File: config.mk
export PLATFORM = sky130hd
export DESIGN_NAME = dhcp_client_session_fsm_unit
export DESIGN_NICKNAME = d
export VERILOG_FILES = /design/src/dcsf_pkg.sv /design/src/dcsf_front.sv /design/src/dcsf_cmd_queue.sv /design/src/dcsf_back.sv /design/src/dhcp_client_session_fsm_unit.sv
export VERILOG_INCLUDE_DIRS = /design/src /design/src/src
export SDC_FILE = /design/constraint.sdc
export NUM_CORES = 1
export LEC_CHECK = 0
export ABC_AREA = 1
export BUFFER_PORTS_ARGS = -buffer_cell sky130_fd_sc_hd__buf_2
export CORE_MARGIN = 2
export CORE_UTILIZATION = 35
export CTS_CLUSTER_SIZE = 25
export DETAILED_ROUTE_END_ITERATION = 10
export GPL_ROUTABILITY_DRIVEN = 0
export HOLD_SLACK_MARGIN = 0.15
export PLACE_DENSITY_LB_ADDON = 0.05
export SYNTH_ARGS = -nofsm -noshare
export SYNTH_HDL_FRONTEND = slang
export SYNTH_HIERARCHICAL = 1
export SYNTH_SLANG_ARGS = --single-unit
File: constraint.sdc
create_clock -name clk_i -period 3.45 [get_ports clk_i]
set_input_delay 0.1725 -clock clk_i [delete_from_list [all_inputs] [get_ports clk_i]]
set_output_delay 0.1725 -clock clk_i [all_outputs]
set_load 0.005 [all_outputs]
File: src/dhcp_client_session_fsm_unit_macros.svh
// assertion macros shared by the dhcp client session controller
`ifndef DHCP_CLIENT_SESSION_FSM_UNIT_MACROS_SVH
`define DHCP_CLIENT_SESSION_FSM_UNIT_MACROS_SVH

// condition implies consequence in the same cycle
`define DCSF_ASSERT_SAME(label, clk, rst_n, cond, cons) \
  label: assert property (@(posedge clk) disable iff (!(rst_n)) (cond) |-> (cons)) \
    else $error("dcsf same-cycle check failed");

// condition implies consequence in the next cycle
`define DCSF_ASSERT_NEXT(label, clk, rst_n, cond, cons) \
  label: assert property (@(posedge clk) disable iff (!(rst_n)) (cond) |=> (cons)) \
    else $error("dcsf next-cycle check failed");

`endif

File: src/dcsf_pkg.sv
// shared types and codes of the dhcp client session controller
package dcsf_pkg;

  // event kinds
  localparam logic [1:0] KIND_REPLY  = 2'd0;
  localparam logic [1:0] KIND_TICK   = 2'd1;
  localparam logic [1:0] KIND_TIMER  = 2'd2;
  localparam logic [1:0] KIND_CANCEL = 2'd3;

  // dhcp message types
  localparam logic [7:0] MT_OFFER    = 8'd2;
  localparam logic [7:0] MT_ACK      = 8'd5;
  localparam logic [1:0] MT_DISCOVER = 2'd1;
  localparam logic [1:0] MT_REQUEST  = 2'd3;
  localparam logic [1:0] MT_NONE     = 2'd0;

  // result actions
  localparam logic [2:0] ACT_NONE    = 3'd0;
  localparam logic [2:0] ACT_TX      = 3'd1;
  localparam logic [2:0] ACT_OK      = 3'd2;
  localparam logic [2:0] ACT_TIMEOUT = 3'd3;
  localparam logic [2:0] ACT_CANCEL  = 3'd4;

  // stored-as codes
  localparam logic [1:0] STORED_NONE  = 2'd0;
  localparam logic [1:0] STORED_STD   = 2'd1;
  localparam logic [1:0] STORED_PROXY = 2'd2;

  // configuration register indexes
  localparam logic CFG_CLIENT_XID = 1'b0;
  localparam logic CFG_PROXY_WAIT = 1'b1;

  localparam logic [15:0] PROXY_WAIT_RESET = 16'd2000;

  // classified item passed from front to back
  typedef struct packed {
    logic [1:0] kind;
    logic       xid_match;
    logic       is_offer;
    logic       is_ack;
    logic       addr_zero;
    logic [7:0] prio;
    logic       no_proxy;
    logic       timer_fail;
  } cmd_t;

  // result item
  typedef struct packed {
    logic [2:0] action;
    logic [1:0] tx_msgtype;
    logic       reply_accepted;
    logic [1:0] stored_as;
    logic       use_proxy;
  } res_t;

  // queue status seen by its neighbours
  typedef struct packed {
    logic valid;
    logic full;
  } q_stat_t;

endpackage

File: src/dcsf_front.sv
// front end: classifies an incoming event against the expected transaction id
module dcsf_front import dcsf_pkg::*; (
  input  logic [1:0]  req_type_i,
  input  logic [31:0] pkt_xid_i,
  input  logic        pkt_addr_zero_i,
  input  logic [7:0]  pkt_msgtype_i,
  input  logic [7:0]  pkt_priority_i,
  input  logic        pkt_no_proxy_i,
  input  logic        timer_fail_i,
  input  logic [31:0] client_xid_i,
  output cmd_t        cmd_o
);

  // reduce the wide compares to flags for the back end
  always_comb begin
    cmd_o.kind       = req_type_i;
    cmd_o.xid_match  = (pkt_xid_i == client_xid_i);
    cmd_o.is_offer   = (pkt_msgtype_i == MT_OFFER);
    cmd_o.is_ack     = (pkt_msgtype_i == MT_ACK);
    cmd_o.addr_zero  = pkt_addr_zero_i;
    cmd_o.prio       = pkt_priority_i;
    cmd_o.no_proxy   = pkt_no_proxy_i;
    cmd_o.timer_fail = timer_fail_i;
  end

endmodule

File: src/dcsf_cmd_queue.sv
// two-entry queue of classified items between front and back
module dcsf_cmd_queue import dcsf_pkg::*; (
  input  logic    clk_i,
  input  logic    rst_ni,
  input  logic    push_i,
  input  cmd_t    data_i,
  input  logic    pop_i,
  output q_stat_t stat_o,
  output cmd_t    data_o
);

  cmd_t       mem_q [2];
  logic       wr_q, wr_d;
  logic       rd_q, rd_d;
  logic [1:0] cnt_q, cnt_d;
  logic       do_push, do_pop;

  // handshake qualification
  assign do_push = push_i && (cnt_q != 2'd2);
  assign do_pop  = pop_i && (cnt_q != 2'd0);

  // pointer and count update
  always_comb begin
    wr_d  = do_push ? ~wr_q : wr_q;
    rd_d  = do_pop ? ~rd_q : rd_q;
    cnt_d = cnt_q;
    if (do_push && !do_pop) begin
      cnt_d = cnt_q + 2'd1;
    end else if (do_pop && !do_push) begin
      cnt_d = cnt_q - 2'd1;
    end
  end

  always_ff @(posedge clk_i or negedge rst_ni) begin
    if (!rst_ni) begin
      wr_q  <= 1'b0;
      rd_q  <= 1'b0;
      cnt_q <= 2'd0;
    end else begin
      wr_q  <= wr_d;
      rd_q  <= rd_d;
      cnt_q <= cnt_d;
    end
  end

  // item storage
  always_ff @(posedge clk_i) begin
    if (do_push) begin
      mem_q[wr_q] <= data_i;
    end
  end

  assign data_o       = mem_q[rd_q];
  assign stat_o.valid = (cnt_q != 2'd0);
  assign stat_o.full  = (cnt_q == 2'd2);

endmodule

File: src/dcsf_back.sv
// back end: session state update and result queue
module dcsf_back import dcsf_pkg::*; (
  input  logic        clk_i,
  input  logic        rst_ni,
  input  q_stat_t     cmd_stat_i,
  input  cmd_t        cmd_i,
  output logic        cmd_pop_o,
  input  logic [15:0] proxy_wait_i,
  input  logic        res_pop_i,
  output logic        res_empty_o,
  output res_t        res_o
);

  localparam logic [1:0] PH_DISCOVER = 2'd0;
  localparam logic [1:0] PH_REQUEST  = 2'd1;
  localparam logic [1:0] PH_DONE     = 2'd2;

  logic [1:0]  phase_q, phase_d;
  logic        have_std_q, have_std_d;
  logic [7:0]  std_prio_q, std_prio_d;
  logic        std_np_q, std_np_d;
  logic        have_px_q, have_px_d;
  logic [7:0]  px_prio_q, px_prio_d;
  logic [31:0] ticks_q, ticks_d;

  res_t        out_mem_q [2];
  logic        out_wr_q, out_rd_q;
  logic [1:0]  out_cnt_q, out_cnt_d;
  logic        out_pop;

  res_t        res;
  logic        active, in_disc, in_req, accept;
  logic        wait_over;

  // take an item whenever the result queue has room
  assign cmd_pop_o = cmd_stat_i.valid && (out_cnt_q != 2'd2);
  assign out_pop   = res_pop_i && (out_cnt_q != 2'd0);

  assign in_disc   = (phase_q == PH_DISCOVER);
  assign in_req    = (phase_q == PH_REQUEST);
  assign active    = in_disc || in_req;
  assign accept    = cmd_i.xid_match &&
                     ((in_disc && cmd_i.is_offer) || (in_req && cmd_i.is_ack));
  assign wait_over = (ticks_q > {16'd0, proxy_wait_i});

  // event execution
  always_comb begin
    phase_d    = phase_q;
    have_std_d = have_std_q;
    std_prio_d = std_prio_q;
    std_np_d   = std_np_q;
    have_px_d  = have_px_q;
    px_prio_d  = px_prio_q;
    ticks_d    = ticks_q;
    res        = '0;
    if (cmd_i.kind == KIND_TICK) begin
      if (ticks_q != '1) begin
        ticks_d = ticks_q + 32'd1;
      end
    end else if (active) begin
      case (cmd_i.kind)
        KIND_REPLY: begin
          if (accept) begin
            res.reply_accepted = 1'b1;
            // keep the reply in its slot when priority allows
            if (cmd_i.addr_zero) begin
              if (!have_px_q || (cmd_i.prio >= px_prio_q)) begin
                have_px_d     = 1'b1;
                px_prio_d     = cmd_i.prio;
                res.stored_as = STORED_PROXY;
              end
            end else begin
              if (!have_std_q || (cmd_i.prio >= std_prio_q)) begin
                have_std_d    = 1'b1;
                std_prio_d    = cmd_i.prio;
                std_np_d      = cmd_i.no_proxy;
                res.stored_as = STORED_STD;
              end
            end
            // phase advance once a standard reply is held (in discover only with no_proxy or the proxy wait over)
            if (have_std_d) begin
              if (in_disc) begin
                if (std_np_d || wait_over) begin
                  phase_d        = PH_REQUEST;
                  res.action     = ACT_TX;
                  res.tx_msgtype = MT_REQUEST;
                end
              end else begin
                res.action    = ACT_OK;
                res.use_proxy = have_px_d && !std_np_d;
                phase_d       = PH_DONE;
              end
            end
          end
        end
        KIND_TIMER: begin
          if (cmd_i.timer_fail) begin
            res.action = ACT_TIMEOUT;
            phase_d    = PH_DONE;
          end else begin
            res.action     = ACT_TX;
            res.tx_msgtype = in_disc ? MT_DISCOVER : MT_REQUEST;
          end
        end
        KIND_CANCEL: begin
          res.action = ACT_CANCEL;
          phase_d    = PH_DONE;
        end
        default: begin
          res = '0;
        end
      endcase
    end
  end

  // result queue occupancy
  always_comb begin
    out_cnt_d = out_cnt_q;
    if (cmd_pop_o && !out_pop) begin
      out_cnt_d = out_cnt_q + 2'd1;
    end else if (out_pop && !cmd_pop_o) begin
      out_cnt_d = out_cnt_q - 2'd1;
    end
  end

  // session state, updated only when an item is executed
  always_ff @(posedge clk_i or negedge rst_ni) begin
    if (!rst_ni) begin
      phase_q    <= PH_DISCOVER;
      have_std_q <= 1'b0;
      std_prio_q <= 8'd0;
      std_np_q   <= 1'b0;
      have_px_q  <= 1'b0;
      px_prio_q  <= 8'd0;
      ticks_q    <= 32'd0;
      out_wr_q   <= 1'b0;
      out_rd_q   <= 1'b0;
      out_cnt_q  <= 2'd0;
    end else begin
      if (cmd_pop_o) begin
        phase_q    <= phase_d;
        have_std_q <= have_std_d;
        std_prio_q <= std_prio_d;
        std_np_q   <= std_np_d;
        have_px_q  <= have_px_d;
        px_prio_q  <= px_prio_d;
        ticks_q    <= ticks_d;
        out_wr_q   <= ~out_wr_q;
      end
      if (out_pop) begin
        out_rd_q <= ~out_rd_q;
      end
      out_cnt_q <= out_cnt_d;
    end
  end

  // result storage
  always_ff @(posedge clk_i) begin
    if (cmd_pop_o) begin
      out_mem_q[out_wr_q] <= res;
    end
  end

  assign res_o       = out_mem_q[out_rd_q];
  assign res_empty_o = (out_cnt_q == 2'd0);

endmodule

File: src/dhcp_client_session_fsm_unit.sv
// top level of the dhcp client session controller
//
// channel  direction  handshake            payload
// events   in         push / full          req_type_i, pkt_*_i, timer_fail_i
// results  out        empty / pop          action_o, tx_msgtype_o, reply_accepted_o,
//                                          stored_as_o, use_proxy_o
// config   in         cfg_we_i (no wait)   cfg_idx_i, cfg_data_i
//
// one item per cycle sustained while the result queue has room; an item pushed
// is written into the event queue, executed from it into the result queue when
// that has room, and its result can then be popped; both queues hold two items
// each, and the session state register update in the back end executes an item
// reset clears the session and loads client_xid 0, proxy_wait_ticks 2000
// with pop held low the result queue fills, then the event queue, then full rises
`include "dhcp_client_session_fsm_unit_macros.svh"

module dhcp_client_session_fsm_unit import dcsf_pkg::*; (
  input  logic        clk_i,
  input  logic        rst_ni,
  input  logic        push,
  output logic        full,
  input  logic [1:0]  req_type_i,
  input  logic [31:0] pkt_xid_i,
  input  logic        pkt_addr_zero_i,
  input  logic [7:0]  pkt_msgtype_i,
  input  logic [7:0]  pkt_priority_i,
  input  logic        pkt_no_proxy_i,
  input  logic        timer_fail_i,
  output logic        empty,
  input  logic        pop,
  output logic [2:0]  action_o,
  output logic [1:0]  tx_msgtype_o,
  output logic        reply_accepted_o,
  output logic [1:0]  stored_as_o,
  output logic        use_proxy_o,
  input  logic        cfg_we_i,
  input  logic        cfg_idx_i,
  input  logic [31:0] cfg_data_i
);

  logic [31:0] client_xid_q;
  logic [15:0] proxy_wait_q;
  cmd_t        front_cmd, q_cmd;
  q_stat_t     q_stat;
  logic        q_pop;
  res_t        res;

  // configuration registers
  always_ff @(posedge clk_i or negedge rst_ni) begin
    if (!rst_ni) begin
      client_xid_q <= 32'd0;
      proxy_wait_q <= PROXY_WAIT_RESET;
    end else if (cfg_we_i) begin
      case (cfg_idx_i)
        CFG_CLIENT_XID: client_xid_q <= cfg_data_i;
        CFG_PROXY_WAIT: proxy_wait_q <= cfg_data_i[15:0];
        default: client_xid_q <= client_xid_q;
      endcase
    end
  end

  // classify incoming events
  dcsf_front u_front (
    .req_type_i      (req_type_i),
    .pkt_xid_i       (pkt_xid_i),
    .pkt_addr_zero_i (pkt_addr_zero_i),
    .pkt_msgtype_i   (pkt_msgtype_i),
    .pkt_priority_i  (pkt_priority_i),
    .pkt_no_proxy_i  (pkt_no_proxy_i),
    .timer_fail_i    (timer_fail_i),
    .client_xid_i    (client_xid_q),
    .cmd_o           (front_cmd)
  );

  // decoupling queue
  dcsf_cmd_queue u_cmd_queue (
    .clk_i  (clk_i),
    .rst_ni (rst_ni),
    .push_i (push),
    .data_i (front_cmd),
    .pop_i  (q_pop),
    .stat_o (q_stat),
    .data_o (q_cmd)
  );

  assign full = q_stat.full;

  // session execution
  dcsf_back u_back (
    .clk_i        (clk_i),
    .rst_ni       (rst_ni),
    .cmd_stat_i   (q_stat),
    .cmd_i        (q_cmd),
    .cmd_pop_o    (q_pop),
    .proxy_wait_i (proxy_wait_q),
    .res_pop_i    (pop),
    .res_empty_o  (empty),
    .res_o        (res)
  );

  assign action_o         = res.action;
  assign tx_msgtype_o     = res.tx_msgtype;
  assign reply_accepted_o = res.reply_accepted;
  assign stored_as_o      = res.stored_as;
  assign use_proxy_o      = res.use_proxy;

  // checks on result consistency and queue behaviour
  `DCSF_ASSERT_SAME(a_store_needs_accept, clk_i, rst_ni, !empty && (stored_as_o != STORED_NONE), reply_accepted_o)
  `DCSF_ASSERT_SAME(a_txtype_only_on_tx, clk_i, rst_ni, !empty && (action_o != ACT_TX), tx_msgtype_o == MT_NONE)
  `DCSF_ASSERT_SAME(a_proxy_only_on_ok, clk_i, rst_ni, !empty && use_proxy_o, action_o == ACT_OK)
  `DCSF_ASSERT_NEXT(a_exec_fills_results, clk_i, rst_ni, q_pop, !empty)

endmodule
==> qor.txt <==
Max Root-Sink Buffers - 2
Congestion Overflow GR - 0
Initial antenna violation count - 0
Fin. Hold Viols - 0
DRC - 0
Total CTS buffers - 17
Critical path's most frequent cell - nand2_1
Clk pin slew, worst setup/hold paths - 70 ps
Syn avg cell area - 7.98 um^2
GRT Total Usage - 16.6%
Antenna Nets Post-Route - 0
Die X - 163 um
Yosys top cell area share - 29.0%
Top post-synthesis cells by area - dfrtp_1 (29%), edfxtp_1 (17%), nand2_1 (16%)
H-Tree Depth - 4
EDFF count, synth - 50
Met2 WL - 9980 um
Synth Flop Type - dfrtp_1
Cell count after synthesis - 1115
Top cells by count, synth - nand2_1 (372), inv_1 (155), nor2_1 (108), dfrtp_1 (103), nand3_1 (74)
Die height - 163 um
Synth Warn # - 6
Wire per inst - 12.9 um
Sw frac - 37.2%
WL final - 20800 um
Yosys top cell by area - dfrtp_1
WP data required - 3760 ps
Final number of max-transition violations - 0
Ant diodes - 0
Most common cell in the synthesized netlist - nand2_1
DR WL met3 - 628 um
Post-Route Setup TNS - 0 ps
TritonCTS clock tree - built
CP Capture Type - flop
Total clock sinks - 159
CTS resizes - 0
Max VDD drop - 0.323 mV
Pint - 4090 uW
Minimum clock period - 2740 ps
Power share of the sequential group - 41.0%
First-pass GRT wire length - 35200 um
Fmax - 365 MHz
Max FO, Critical Path - 18
Port bufs - 101
Worst hold slack - 165 ps
Critical path arrival - 3050 ps
Fin Clk Skew - 22.5 ps
WL met1 - 9950 um
Rows - 58
Number of DRC markers in iteration 0 - 359
Worst hold path stage count - 3
Instance count on the critical path - 14
Worst path slowest cell - dfrtp_1
Clock share of power - 28.4%
Status - finished, final reports clean
Sequential cell area fraction in the yosys report - 47.6%
Total power - 6510 uW
Post-synth cell types - 39
Hold WC Path Type - primary input to flop
Drt pass-1 iters - 4
Mapped cell area - 8900 um^2
Post-synth ARST share - 68.6%
Via count - 7101
Max stage delay on crit path - 770 ps
Clock Tree Root - clkbuf_16
Vias per cell - 4.43
Largest net degree at the start of global routing - 57
Max-Cap Viols - 0
Leak - 0.00541 uW
Comb pwr share - 30.6%
Starting density of the core - 35.4%
Die area - 26700 um^2
Worst Reg-to-Reg Cells - 14
Crit-path leading delay family - simple AND/OR/NAND/NOR gates
Synth Register Bits - 159
CP Cell Sequence - inv_8, nand2_4, nand2_2, ha_1, nand2_1, inv_1, and3_1, nor2_1, nand2_1, nand2_1, nor2_2, nand2_1, o21ai_0, inv_1
Vias in the first global route - 7168
Final Util - 42.8%
Io pins - 102
CP Launch Type - flop
P&R area growth vs syn - 20.6%
Share of layout cells above drive strength 1 - 14.9%
Final period util - 79.3%
Worst-Margin Slew - 843 ps
Final-report setup violation count - 0
Clock latency on the worst-skew pair - 440 ps
Setup Crit Path Kind - flop to flop
DP HPWL - 15300 um
Final-stage net count - 1386
Sw Pwr - 2420 uW
Post-Syn Nets - 1241
Max-slew headroom - 43.6%
CORE AREA - 25100 um^2
Buf/Inv on CP - 3
Top Metal Used - met4
Pwr dens - 606 nW/um^2
RSZ-0062 raised after global routing - no
[worst min-delay path, cell delays in order]
cell	delay, ps
buf_2	210
nand3_1	130
nand2_1	50
[flip-flops by register name, indices dropped and copies added, names as in the netlist]
signal / count
client_xid_q: 32
proxy_wait_q: 16
u_back/have_px_q: 1
u_back/have_std_q: 1
u_back/out_cnt_q: 2
u_back/out_mem_q: 18
u_back/out_rd_q: 1
u_back/out_wr_q: 1
u_back/phase_q: 2
u_back/px_prio_q: 8
u_back/std_np_q: 1
u_back/std_prio_q: 8
u_back/ticks_q: 32
u_cmd_queue/cnt_q: 2
u_cmd_queue/mem_q: 32
u_cmd_queue/rd_q: 1
u_cmd_queue/wr_q: 1
[cell type report]
class	count	area, um^2
multi-input combinational	757	3780
fill	2628	14400
inverter	162	618
sequential	159	4240
tap	330	413
timing repair buffer	163	1120
clock buffer	18	429
clock inverter	14	145
[per-stage QoR]
| step | setup WS, ps | cell area, um^2 | std cells |
|---|---|---|---|
| floorplan | 1300 | 8900 | 1115 |
| global placement | 729 | 9590 | 1514 |
| detailed placement | 664 | 9590 | 1514 |
| CTS | 649 | 10700 | 1603 |
| global route | 393 | 10700 | 1603 |
| finish | 713 | 10700 | 1603 |
[power groups by stage]
stage	Sequential [uW]	Clock, uW	Combinational, uW
floorplan	2600	0	1580
detailed placement	2710	0	1990
global placement	2710	0	1980
CTS	2680	1900	2040
finish	2670	1850	1990
global route	2730	2000	2340
[cells in the final DEF (no fill, tap or decap), types with 2 or more instances in the layout]
master,n
a21oi_1,19
buf_2,100
buf_4,6
clkbuf_16,17
clkinv_4,2
clkinv_8,2
dfrtp_1,103
dfstp_2,6
dlygate4sd3_1,57
edfxtp_1,50
ha_1,35
inv_1,155
inv_2,4
inv_6,3
inv_8,6
nand2_1,372
nand2_2,15
nand2_4,11
nand3_1,74
nand3b_1,3
nand4_1,15
nor2_1,108
nor2_2,5
nor3_1,17
nor3_2,3
nor4_1,4
o21a_1,2
o21ai_0,26
o21ai_1,3
o21ai_2,4
o21bai_1,2
xnor2_1,5
xor2_1,29
[cell families after synthesis]
kind of cell,count (synthesis),synth area share (%)
AOI/OAI and AO/OA,57,3.53
buffers and inverters,199,9.94
adders and majority gates,35,4.92
DFF,159,47.6
xor gates and xnor gates,34,3.35
and+or+nand+nor,631,30.7
[final timing paths]
check                            startpoint                    to  slack [ps]
min reg2reg                 proxy_wait_q[6]       proxy_wait_q[6]         460
min                               cfg_idx_i       proxy_wait_q[1]         160
max in group asynchronous            rst_ni       proxy_wait_q[7]        2270
max reg2reg                u_cmd_queue/rd_q  u_back/std_prio_q[1]         710
min in group asynchronous            rst_ni       u_back/out_rd_q         350
max                        u_cmd_queue/rd_q  u_back/std_prio_q[1]         710
[routing by layer]
layer / track usage [%] / vias to the layer above
li1: - / 3754
met1: 21.8 / 3239
met2: 28.5 / 97
met3: 3.02 / 11
met4: 3.63 / 0
met5: 0 / -
[what timing repair did]
item | 4_1_cts | 5_1_grt
endpoints found under the hold margin | 130 | 0
setup buffers | 0 | 0
hold buffers | 57 | 0
Note: power is estimated with default switching activity, not from simulation.
